`config.mk`:
```
export PLATFORM = sky130hd
export DESIGN_NAME = nearest_request_scheduler
export DESIGN_NICKNAME = d
export VERILOG_FILES = /design/src/nrs_pkg.sv /design/src/nrs_width_mem.sv /design/src/nrs_map.sv /design/src/nearest_request_scheduler.sv
export SDC_FILE = /design/constraint.sdc
export NUM_CORES = 2
export LEC_CHECK = 0
export BUFFER_PORTS_ARGS = -buffer_cell sky130_fd_sc_hd__buf_2
export CORE_UTILIZATION = 40
export DETAILED_ROUTE_END_ITERATION = 7
export SETUP_SLACK_MARGIN = 0.5
export SKIP_CTS_REPAIR_TIMING = 1
export SLEW_MARGIN = 20
export SYNTH_ARGS = -nofsm -noshare
export SYNTH_HDL_FRONTEND = slang
export SYNTH_HIERARCHICAL = 1
export SYNTH_SLANG_ARGS = --single-unit
```
`constraint.sdc`:
```
create_clock -name clk -period 8.3 [get_ports clk]
set_clock_uncertainty 0.2 [all_clocks]
set_input_delay 1.245 -clock clk [delete_from_list [all_inputs] [get_ports clk]]
set_output_delay 1.245 -clock clk [all_outputs]
set_load 0.01 [all_outputs]
```
`src/nrs_pkg.sv`:
```
// ----------------------------------------------------------------------------
// nrs_pkg
// Shared types and constants for the nearest request scheduler: command
// codes, field widths and the pending map operation codes.
// ----------------------------------------------------------------------------
package nrs_pkg;

  // default sizing of the request table
  localparam int DEF_PAGES      = 256;
  localparam int DEF_WIDTH_BITS = 16;

  // fixed widths of the item fields
  localparam int CMD_BITS   = 2;
  localparam int PAGE_BITS  = 8;
  localparam int FIELD_BITS = 16;
  localparam int COUNT_BITS = 9;

  // command codes
  localparam logic [CMD_BITS-1:0] CMD_ENQUEUE = 2'd0;
  localparam logic [CMD_BITS-1:0] CMD_TAKE    = 2'd1;
  localparam logic [CMD_BITS-1:0] CMD_WINDOW  = 2'd2;

  // pending map operations
  typedef enum logic [1:0] {
    MAP_NOP,
    MAP_SET,
    MAP_CLR
  } map_op_t;

endpackage

```
`src/nrs_width_mem.sv`:
```
// ----------------------------------------------------------------------------
// nrs_width_mem
// Request width table: one write port, one read port, registered read data.
// ----------------------------------------------------------------------------
module nrs_width_mem #(
  parameter int DEPTH     = nrs_pkg::DEF_PAGES,
  parameter int DATA_BITS = nrs_pkg::DEF_WIDTH_BITS,
  localparam int AW       = $clog2(DEPTH)
) (
  input  logic                 clk,
  input  logic                 wr_en,
  input  logic [AW-1:0]        wr_addr,
  input  logic [DATA_BITS-1:0] wr_data,
  input  logic                 rd_en,
  input  logic [AW-1:0]        rd_addr,
  output logic [DATA_BITS-1:0] rd_data
);

  logic [DATA_BITS-1:0] mem [DEPTH];

  // write port
  always_ff @(posedge clk) begin
    if (wr_en) begin
      mem[wr_addr] <= wr_data;
    end
  end

  // registered read port
  always_ff @(posedge clk) begin
    if (rd_en) begin
      rd_data <= mem[rd_addr];
    end
  end

endmodule

```
`src/nrs_map.sv`:
```
// ----------------------------------------------------------------------------
// nrs_map
// Pending map: one presence flag per page with a running count of pending
// requests. Set and clear adjust the count only when the flag changes.
// ----------------------------------------------------------------------------
module nrs_map #(
  parameter int PAGES = nrs_pkg::DEF_PAGES,
  localparam int IW   = $clog2(PAGES)
) (
  input  logic                            clk,
  input  logic                            rst_n,
  input  nrs_pkg::map_op_t                op,
  input  logic [IW-1:0]                   idx,
  output logic                            hit,
  output logic [nrs_pkg::COUNT_BITS-1:0]  count
);
  import nrs_pkg::*;

  logic [PAGES-1:0]      map_r;
  logic [PAGES-1:0]      map_nxt;
  logic [COUNT_BITS-1:0] count_r;
  logic [COUNT_BITS-1:0] count_nxt;

  // flag at the addressed page
  assign hit   = map_r[idx];
  assign count = count_r;

  // set or clear one flag
  always_comb begin
    map_nxt   = map_r;
    count_nxt = count_r;
    case (op)
      MAP_SET: begin
        map_nxt[idx] = 1'b1;
        if (!hit) begin
          count_nxt = count_r + COUNT_BITS'(1);
        end
      end
      MAP_CLR: begin
        map_nxt[idx] = 1'b0;
        if (hit) begin
          count_nxt = count_r - COUNT_BITS'(1);
        end
      end
      default: begin
      end
    endcase
  end

  always_ff @(posedge clk) begin
    if (!rst_n) begin
      map_r   <= '0;
      count_r <= '0;
    end else begin
      map_r   <= map_nxt;
      count_r <= count_nxt;
    end
  end

endmodule

```
`src/nearest_request_scheduler.sv`:
```
// ----------------------------------------------------------------------------
// nearest_request_scheduler
// Pending request table with nearest-to-center selection and window pruning.
// ----------------------------------------------------------------------------
// Each item returns one result. An enqueue goes from EXEC to POST. A take and
// a pruning window command walk the pending map one page per cycle in SCAN. A
// take then goes through SELECT, FETCH and POST, or SELECT and POST when
// nothing is pending. A pruning window goes from SCAN to POST. A window with
// win_hi below win_lo only moves the center and goes from EXEC to POST. The
// input is stalled while an item is in work. A finished result sits in the
// output register, so the next item is accepted while it waits to be taken.
// The presence map resets at once; the width table needs no clearing.
// ----------------------------------------------------------------------------
module nearest_request_scheduler #(
  parameter int PAGES      = nrs_pkg::DEF_PAGES,
  parameter int WIDTH_BITS = nrs_pkg::DEF_WIDTH_BITS
) (
  input  logic                            clk,
  input  logic                            rst_n,
  input  logic                            in_valid,
  output logic                            in_stall,
  input  logic [nrs_pkg::CMD_BITS-1:0]    in_command,
  input  logic [nrs_pkg::PAGE_BITS-1:0]   in_page,
  input  logic [nrs_pkg::FIELD_BITS-1:0]  in_width,
  input  logic [nrs_pkg::PAGE_BITS-1:0]   in_win_lo,
  input  logic [nrs_pkg::PAGE_BITS-1:0]   in_win_hi,
  output logic                            out_valid,
  input  logic                            out_stall,
  output logic                            out_picked,
  output logic [nrs_pkg::PAGE_BITS-1:0]   out_picked_page,
  output logic [nrs_pkg::FIELD_BITS-1:0]  out_picked_width,
  output logic [nrs_pkg::COUNT_BITS-1:0]  out_pending_count
);
  import nrs_pkg::*;

  localparam int IW = $clog2(PAGES);
  // compare width wide enough for index sums and twice the center
  localparam int CW = (IW + 1 > PAGE_BITS + 1) ? IW + 1 : PAGE_BITS + 1;

  typedef enum logic [2:0] {
    ST_IDLE,
    ST_EXEC,
    ST_SCAN,
    ST_SELECT,
    ST_FETCH,
    ST_POST
  } state_t;

  state_t                state_r, state_nxt;
  logic [CMD_BITS-1:0]   cmd_r, cmd_nxt;
  logic [PAGE_BITS-1:0]  page_r, page_nxt;
  logic [FIELD_BITS-1:0] width_r, width_nxt;
  logic [PAGE_BITS-1:0]  kmin_r, kmin_nxt;
  logic [PAGE_BITS-1:0]  kmax_r, kmax_nxt;
  logic [PAGE_BITS-1:0]  center_r, center_nxt;
  logic [IW-1:0]         idx_r, idx_nxt;
  logic [IW-1:0]         lo_r, lo_nxt;
  logic [IW-1:0]         hi_r, hi_nxt;
  logic                  have_lo_r, have_lo_nxt;
  logic                  have_hi_r, have_hi_nxt;
  logic                  take_mode_r, take_mode_nxt;
  logic                  res_picked_r, res_picked_nxt;
  logic [PAGE_BITS-1:0]  res_page_r, res_page_nxt;
  logic [FIELD_BITS-1:0] res_width_r, res_width_nxt;
  logic                  out_valid_r, out_valid_nxt;
  logic                  out_picked_r, out_picked_nxt;
  logic [PAGE_BITS-1:0]  out_page_r, out_page_nxt;
  logic [FIELD_BITS-1:0] out_width_r, out_width_nxt;
  logic [COUNT_BITS-1:0] out_count_r, out_count_nxt;

  map_op_t               map_op;
  logic [IW-1:0]         map_idx;
  logic                  map_hit;
  logic [COUNT_BITS-1:0] map_count;
  logic                  mem_wr;
  logic                  mem_rd;
  logic [WIDTH_BITS-1:0] mem_rd_data;
  logic [IW-1:0]         sel;
  logic                  below_center;
  logic                  outside_window;
  logic                  page_in_range;

  // pending map and width table
  nrs_map #(.PAGES(PAGES)) u_map (
    .clk   (clk),
    .rst_n (rst_n),
    .op    (map_op),
    .idx   (map_idx),
    .hit   (map_hit),
    .count (map_count)
  );

  nrs_width_mem #(.DEPTH(PAGES), .DATA_BITS(WIDTH_BITS)) u_width_mem (
    .clk     (clk),
    .wr_en   (mem_wr),
    .wr_addr (IW'(page_r)),
    .wr_data (WIDTH_BITS'(width_r)),
    .rd_en   (mem_rd),
    .rd_addr (sel),
    .rd_data (mem_rd_data)
  );

  // shared compare unit of the scan
  assign below_center   = CW'(idx_r) < CW'(center_r);
  assign outside_window = (CW'(idx_r) < CW'(kmin_r)) || (CW'(idx_r) > CW'(kmax_r));
  assign page_in_range  = 32'(page_r) < 32'(PAGES);

  // nearest of the two candidates, upper one on a tie
  always_comb begin
    if (have_hi_r && have_lo_r) begin
      sel = ((CW'(hi_r) + CW'(lo_r)) <= (CW'(center_r) << 1)) ? hi_r : lo_r;
    end else if (have_hi_r) begin
      sel = hi_r;
    end else begin
      sel = lo_r;
    end
  end

  assign in_stall          = (state_r != ST_IDLE);
  assign out_valid         = out_valid_r;
  assign out_picked        = out_picked_r;
  assign out_picked_page   = out_page_r;
  assign out_picked_width  = out_width_r;
  assign out_pending_count = out_count_r;

  // sequencer
  always_comb begin
    state_nxt      = state_r;
    cmd_nxt        = cmd_r;
    page_nxt       = page_r;
    width_nxt      = width_r;
    kmin_nxt       = kmin_r;
    kmax_nxt       = kmax_r;
    center_nxt     = center_r;
    idx_nxt        = idx_r;
    lo_nxt         = lo_r;
    hi_nxt         = hi_r;
    have_lo_nxt    = have_lo_r;
    have_hi_nxt    = have_hi_r;
    take_mode_nxt  = take_mode_r;
    res_picked_nxt = res_picked_r;
    res_page_nxt   = res_page_r;
    res_width_nxt  = res_width_r;
    out_valid_nxt  = out_valid_r;
    out_picked_nxt = out_picked_r;
    out_page_nxt   = out_page_r;
    out_width_nxt  = out_width_r;
    out_count_nxt  = out_count_r;
    map_op         = MAP_NOP;
    map_idx        = idx_r;
    mem_wr         = 1'b0;
    mem_rd         = 1'b0;

    // result taken downstream
    if (out_valid_r && !out_stall) begin
      out_valid_nxt = 1'b0;
    end

    case (state_r)
      ST_IDLE: begin
        if (in_valid) begin
          cmd_nxt   = in_command;
          page_nxt  = in_page;
          width_nxt = in_width;
          kmin_nxt  = in_win_lo;
          kmax_nxt  = in_win_hi;
          state_nxt = ST_EXEC;
        end
      end
      ST_EXEC: begin
        res_picked_nxt = 1'b0;
        res_page_nxt   = '0;
        res_width_nxt  = '0;
        state_nxt      = ST_POST;
        case (cmd_r)
          CMD_ENQUEUE: begin
            if (page_in_range) begin
              map_idx = IW'(page_r);
              map_op  = MAP_SET;
              mem_wr  = 1'b1;
            end
          end
          CMD_TAKE: begin
            idx_nxt       = '0;
            have_lo_nxt   = 1'b0;
            have_hi_nxt   = 1'b0;
            take_mode_nxt = 1'b1;
            state_nxt     = ST_SCAN;
          end
          CMD_WINDOW: begin
            center_nxt = PAGE_BITS'(((PAGE_BITS + 1)'(kmin_r) + (PAGE_BITS + 1)'(kmax_r)) >> 1);
            if (kmax_r >= kmin_r) begin
              idx_nxt       = '0;
              take_mode_nxt = 1'b0;
              state_nxt     = ST_SCAN;
            end
          end
          default: begin
          end
        endcase
      end
      ST_SCAN: begin
        map_idx = idx_r;
        if (take_mode_r) begin
          // track last pending page below and first at or above the center
          if (map_hit) begin
            if (below_center) begin
              lo_nxt      = idx_r;
              have_lo_nxt = 1'b1;
            end else if (!have_hi_r) begin
              hi_nxt      = idx_r;
              have_hi_nxt = 1'b1;
            end
          end
        end else if (map_hit && outside_window) begin
          map_op = MAP_CLR;
        end
        if (idx_r == IW'(PAGES - 1)) begin
          state_nxt = take_mode_r ? ST_SELECT : ST_POST;
        end else begin
          idx_nxt = idx_r + IW'(1);
        end
      end
      ST_SELECT: begin
        if (have_lo_r || have_hi_r) begin
          map_idx        = sel;
          map_op         = MAP_CLR;
          mem_rd         = 1'b1;
          res_picked_nxt = 1'b1;
          res_page_nxt   = PAGE_BITS'(sel);
          state_nxt      = ST_FETCH;
        end else begin
          state_nxt = ST_POST;
        end
      end
      ST_FETCH: begin
        res_width_nxt = FIELD_BITS'(mem_rd_data);
        state_nxt     = ST_POST;
      end
      ST_POST: begin
        // load the output register once it is free
        if (!out_valid_r || !out_stall) begin
          out_valid_nxt  = 1'b1;
          out_picked_nxt = res_picked_r;
          out_page_nxt   = res_page_r;
          out_width_nxt  = res_width_r;
          out_count_nxt  = map_count;
          state_nxt      = ST_IDLE;
        end
      end
      default: begin
        state_nxt = ST_IDLE;
      end
    endcase
  end

  // state and registered outputs
  always_ff @(posedge clk) begin
    if (!rst_n) begin
      state_r     <= ST_IDLE;
      center_r    <= '0;
      out_valid_r <= 1'b0;
    end else begin
      state_r     <= state_nxt;
      center_r    <= center_nxt;
      out_valid_r <= out_valid_nxt;
    end
    cmd_r        <= cmd_nxt;
    page_r       <= page_nxt;
    width_r      <= width_nxt;
    kmin_r       <= kmin_nxt;
    kmax_r       <= kmax_nxt;
    idx_r        <= idx_nxt;
    lo_r         <= lo_nxt;
    hi_r         <= hi_nxt;
    have_lo_r    <= have_lo_nxt;
    have_hi_r    <= have_hi_nxt;
    take_mode_r  <= take_mode_nxt;
    res_picked_r <= res_picked_nxt;
    res_page_r   <= res_page_nxt;
    res_width_r  <= res_width_nxt;
    out_picked_r <= out_picked_nxt;
    out_page_r   <= out_page_nxt;
    out_width_r  <= out_width_nxt;
    out_count_r  <= out_count_nxt;
  end

endmodule
```
Word-level counts from Yosys, hierarchy flattened. Memories as Yosys holds them, arrays and structs flattened. A register that Yosys moved wholly into a read port is not among the register bits. Index checks and enable logic that the tools add are counted.

Bits in registers: 405. Bits in writable memories: 4096. Output and inout bits: 36. Word-level logic and storage cells: 151. Memories: 1.

Add/sub/neg operators: 5. Magnitude comparators: 7. Eq/ne operators: 25. Multiplexer cells: 56. Bitwise gates (word level): 5. Reduce and logical (&&, ||, !) cells: 29.

Memories: u_width_mem.mem (depth 256, bits a word 16, read ports 1, clocked after memory_dff 1, wr ports 1, line nrs_width_mem.sv:19) `logic [DATA_BITS-1:0] mem [DEPTH];`.

Operators by type and width (count): case mux 256 bit (2 select lines) (1); AND 256 bit (1); NOT 256 bit (1); OR 256 bit (1); two-way mux 8 bit (8); case mux 8 bit (2 select lines) (4); case mux 16 bit (2 select lines) (1); != test 2 bit, second input constant (12); two-way mux 1 bit (22); adder 8 x 8 -> 9 bit (2); two-way mux 9 bit (2); case mux 3 bit (6 select lines) (1); case mux 9 bit (2 select lines) (1); less-than comparator 8 bit (2); two-way mux 3 bit (5); AND reduction 5 bit (3); nonzero test 2 bit (5); adder 9 x 1 -> 9 bit, second input constant (1); less-or-equal comparator 9 bit (1); less-than comparator 8 x 9 -> 1 bit, second input constant (1); AND reduction 3 bit (3); subtractor 9 x 1 -> 9 bit, second input constant (1); adder 8 x 1 -> 8 bit, second input constant (1); binary-select mux 1 bit (select 8 bit) (1); other kinds (26) (46).

Depth between registers and ports, before layout.
Word-level depth: 15. Gate-level depth with buffers: 40.

Cells and area by module. The synthesis kept the hierarchy.

By module, submodules not included: nrs_width_mem (instances 1, cells each 7360, area an instance 158874.9 µm²); nrs_map (instances 1, cells each 1209, area an instance 12333.1 µm²); nearest_request_scheduler (instances 1, cells each 505, area an instance 6723.9 µm²).

Least setup slack after synthesis. Ideal clock, no wire load.

Path kind: register to register. Start point: register lo_r[1]. End point: register u_map.count_r[8] (netlist: u_map/count[8]). Setup time: 72 ps. Arrival time: 7248 ps. Data required time: 8028 ps. Path slack: 780 ps. Stages on the path, launching flop included: 39. Path buffers: 5. Period minus slack after synthesis: 7520 ps. Cells stage by stage: edfxtp_1 ha_1 a21o_1 a21oi_1 nor2b_1 o21a_1 o41a_1 xor2_1 ha_1 nand4_1 o41ai_1 a22o_1 buf_6 mux2i_1 o211ai_2 buf_6 buf_12 buf_4 [... 3 more ...] or3_1 a31o_2 inv_1 inv_1 o31ai_2 o21ai_2 a21oi_2 ha_1 ha_1 a21o_1 a21oi_1 o21bai_1 a21oi_1 o21bai_1 a21oi_1 nor2_1 mux2i_1 mux2i_1.

Longest elaborated chain between the ends: 15. Elaborated cells on any way between the ends: 20.

Ends and longest elaborated chain: from (decl) (line nearest_request_scheduler.sv:57) `logic [IW-1:0] lo_r, lo_nxt;`; from (signal assigned) (line nearest_request_scheduler.sv:274) `lo_r <= lo_nxt;`; adder 8 x 8 -> 9 bit * (line nearest_request_scheduler.sv:111) `sel = ((CW'(hi_r) + CW'(lo_r)) <= (CW'(center_r) << 1)) ? hi_r : lo_r;`; less-or-equal comparator 9 bit * (line nearest_request_scheduler.sv:111); two-way mux 8 bit * (line nearest_request_scheduler.sv:111); two-way mux 8 bit * (line nearest_request_scheduler.sv:110) `if (have_hi_r && have_lo_r) begin`; two-way mux 8 bit * (line nearest_request_scheduler.sv:225) `if (have_lo_r || have_hi_r) begin`; case mux 8 bit (2 select lines) * (line nearest_request_scheduler.sv:159) `case (state_r)`; via map_idx[0] (line nearest_request_scheduler.sv:72) `logic [IW-1:0] map_idx;`; binary-select mux 1 bit (select 8 bit) * (line nrs_map.sv:25) `assign hit = map_r[idx];`; [... 1 more ...]; via map_hit (line nearest_request_scheduler.sv:73) `logic map_hit;`; logical AND 1 bit * (line nearest_request_scheduler.sv:215) `end else if (map_hit && outside_window) begin`; two-way mux 2 bit * (line nearest_request_scheduler.sv:215); two-way mux 2 bit * (line nearest_request_scheduler.sv:204) `if (take_mode_r) begin`; case mux 2 bit (3 select lines) * (line nearest_request_scheduler.sv:159); via map_op[1] (line nearest_request_scheduler.sv:71) `map_op_t map_op;`; == test 2 x 1 -> 1 bit / == test 2 bit (equally long branches) (line nrs_map.sv:32) `case (op)`; != test 2 bit (no source line) / nonzero test 2 bit (equally long branches); AND reduction 3 bit (no source line); to (signal assigned) (line nrs_map.sv:56) `count_r <= count_nxt;`; to (decl) (line nrs_map.sv:21) `logic [COUNT_BITS-1:0] count_r;`.

Mark *: on every way through the listed nets, which the timed path passes. The rest lies on a longest branch. The select of a mux whose other input is x is not followed. A chain may end at the register's enable or synchronous reset.

Worst setup path after layout.
Start point: register hi_r[1]. End point: register u_map.count_r[7] (netlist: u_map/count[7]).

Longest elaborated chain between the ends: 15. Elaborated cells on any way between the ends: 20.

Ends and longest elaborated chain: from (decl) (line nearest_request_scheduler.sv:58) `logic [IW-1:0] hi_r, hi_nxt;`; from (signal assigned) (line nearest_request_scheduler.sv:275) `hi_r <= hi_nxt;`; adder 8 x 8 -> 9 bit (line nearest_request_scheduler.sv:111); less-or-equal comparator 9 bit (line nearest_request_scheduler.sv:111); two-way mux 8 bit (line nearest_request_scheduler.sv:111); two-way mux 8 bit * (line nearest_request_scheduler.sv:110); two-way mux 8 bit * (line nearest_request_scheduler.sv:225); case mux 8 bit (2 select lines) * (line nearest_request_scheduler.sv:159); via map_idx[1] (line nearest_request_scheduler.sv:72); binary-select mux 1 bit (select 8 bit) * (line nrs_map.sv:25); [... 1 more ...]; via map_hit (line nearest_request_scheduler.sv:73); logical AND 1 bit * (line nearest_request_scheduler.sv:215); two-way mux 2 bit * (line nearest_request_scheduler.sv:215); two-way mux 2 bit * (line nearest_request_scheduler.sv:204); case mux 2 bit (3 select lines) * (line nearest_request_scheduler.sv:159); via map_op[1] (line nearest_request_scheduler.sv:71); == test 2 x 1 -> 1 bit / == test 2 bit (equally long branches) (line nrs_map.sv:32); != test 2 bit (no source line) / nonzero test 2 bit (equally long branches); AND reduction 3 bit (no source line).

Marks and branches as above.

==> qor.csv <==
metric;value;unit
cp_slowest_cell;or3_4;
max_slew_margin;0.1586;
crit_arrival;8.46;ns
place_ws;0.09683;ns
clock_latency;0.97;ns
die_y;669.0;um
finalCriticalPeriod;7.758;ns
grt_antenna_before_repair;13;
synth_area;0.1779;mm^2
vias;93760;
synth_edf_count;4240;
finalSetupViolations;0;
powerDensity;272.3;mW/mm^2
synthTopCellsByArea;edfxtp_1 72%, mux4_2 11%, mux2i_1 3.3%, dfxtp_1 3.1%, a21oi_1 1.3%;
final.fill_count;36810;
cts_buffers;440;
drv_cap;0;
utilization;0.4572;
dieWidth;669.0;um
synth_top_flop_cell;edfxtp_1;
crit_buf_inv;7;
track_usage;0.2086;
synth_fp_nets;9190;
rsz0062_at_grt;true;
yosysMostFrequentCell;edfxtp_1;
syn_to_final_growth;13.68;%
grt-ovfl-total;0;
hold_viol_final;0;
synth_area_per_cell;19.61;um^2
synthArstFlopShare;0;
first_pass_iters;8;
path_delay_family;compound AO/OA/AOI/OAI gates;
drc;0;
place_congestion;0.8793;
critPathRequiredTime;9.00;ns
num_rows;244;
grt_pass1_vias;92120;
crit_top_cell;a21oi_2;
max_stage_delay;0.40;ns
ys_types;87;
cp.depth;39;
holdPathStages;0;
initial_core_util;0.4022;
cp_max_fo;8;
critical_path_class;flop to flop;
tritoncts;built;
vias_per_cell;5.917;
clock_sinks;4517;
synthTopCellsByCount;4240 x edfxtp_1, 854 x mux4_2, 583 x mux2i_1;
fmax;128.9;MHz
ys_ff_latch;4517;
avgRoutedWirePerCell;30.20;um
grt_max_degree;200;
layout.nets;9682;
finalMaxSlewViolations;0;
design.core.area;0.4424;mm^2
period_share;0.9348;
dr.first_iter.drc_count;11730;
hold_path.class;flop to flop;
setup_ws;0.5415;ns
crit_path_end_kind;flop;
ys_seq_area_frac;0.7467;
synthCells;9074;
critPathLaunchType;flop;
p_leak;63.89;nW
dpl.hpwl;287200;um
yosysWarnings;6;
r2r_cells;39;
ios;82;
status;finished, final reports clean;
cts_buffer_depth;4;
layout-drive-gt1-share;0.2470;
dieArea;0.4475;mm^2
htreeDepth;5;
wl;478600;um
max_slew.worst_pin.slew;1.262;ns
yosys.area.top_type;edfxtp_1;
netlist.area_leader.share;0.7156;
root_buffer;clkbuf_16;
grt_pass1_wl;680300;um
drtAntennaViolNets;0;
ir_drop;0.1926;mV
clkTransAtPathRegs;0.06;ns
io_buffers;81;
-- cells by family (layout without fill, tap and decap cells) --
family                   after synthesis  after routing  share of synthesized area
AND/OR/NAND/NOR                      761            761                    0.01992
XOR/XNOR                              24             24                   0.001181
AO/OA/AOI/OAI                       1455           1455                    0.05768
multiplexers                        1541           1541                     0.1482
buffers and inverters                706           1564                    0.02119
adder cells (fa/ha/maj)               70             70                   0.005049
flip-flops                          4517           4517                     0.7467
other                                  0              9                          0
-- report_power, final --
part	internal [mW]	total (mW)	switching (mW)	leakage, nW
registers	26.5	26.8	0.239	40.4
logic	2.93	9.07	6.14	16.8
clock network	10.8	19.3	8.48	6.70
-- layout by cell type, fill, tap and decap left out, drive strengths merged, types with 17 or more instances in the layout --
master,n
o22ai,157
a311oi,257
o31ai,19
a221oi,28
a22o,33
nand4,29
a22oi,43
inv,80
clkinv,188
o211ai,17
nand2b,22
mux2,94
nand3,51
mux2i,584
clkinvlp,22
nor2b,19
nor3,108
a211oi,31
o21ai,59
mux4,863
o32ai,23
nand2,73
clkbuf,559
edfxtp,4240
nor4,21
nor2,368
xnor2,19
and2,20
a21oi,470
bufinv,28
dfxtp,277
buf,687
o221ai,257
ha,67
-- metrics by stage --
stage               TNS, ns  power (mW)  cells  instance area [um^2]  hold WS [ns]
floorplan                 0       32.65   9074                177900        0.2003
global placement    -0.2717       35.89  15000                187800        0.2054
detailed placement        0       36.08  15000                187800        0.2108
CTS                       0       55.21  15810                201600        0.1657
global route              0       56.70  15840                202300        0.2012
finish                    0       55.09  15850                202300        0.2247
-- per-layer routing --
layer / global-route usage / part of all wire
met1: 0.2912 / 0.41
met5: 0 / 0.000025
met4: 0.07240 / 0.038
met2: 0.3317 / 0.47
met3: 0.03617 / 0.085
-- final timing paths --
check                                                  from                           end  slack, ns
worst min-delay path            res_page_r[5]$_SDFFCE_PN0P_  out_picked_page[5]$_DFFE_PP_       0.22
worst max register to register            hi_r[1]$_DFFE_PP_   u_map/count[7]$_SDFFE_PN0P_       0.54
worst max-delay path                      hi_r[1]$_DFFE_PP_   u_map/count[7]$_SDFFE_PN0P_       0.54
worst min register to register  res_page_r[5]$_SDFFCE_PN0P_  out_picked_page[5]$_DFFE_PP_       0.22
-- final cells by class --
type	instances	area [um^2]	area share
clock buffer	554	11650	0.05758
tap	5904	7387	0.03652
multi-input combinational	3851	42000	0.2076
sequential	4517	132900	0.6569
timing repair buffer	692	5933	0.02933
clock inverter	254	2132	0.01054
antenna	9	22.52	0.0001113
inverter	64	282.8	0.001398
-- worst register-to-register path, delay by kind of cell, from the launching register on --
family,cells,cell delay [ns]
AOI/OAI and AO/OA,19,3.60
xor gates and xnor gates,2,0.29
adders and majority gates,4,1.06
buffers and inverters,7,0.76
DFF,1,0.39
muxes,2,0.61
and+or+nand+nor,5,0.80
-- registers in the layout (all words and copies together) (netlist names), 9 cells and up, named ones only --
| name | cells |
|---|---|
| out_pending_count | 9 |
| out_picked_width | 16 |
| res_width_r | 16 |
| u_map/count | 9 |
| u_width_mem/mem | 4096 |
| u_width_mem/rd_data | 16 |
| width_r | 16 |
No activity file was read; power rests on OpenSTA's default activity.
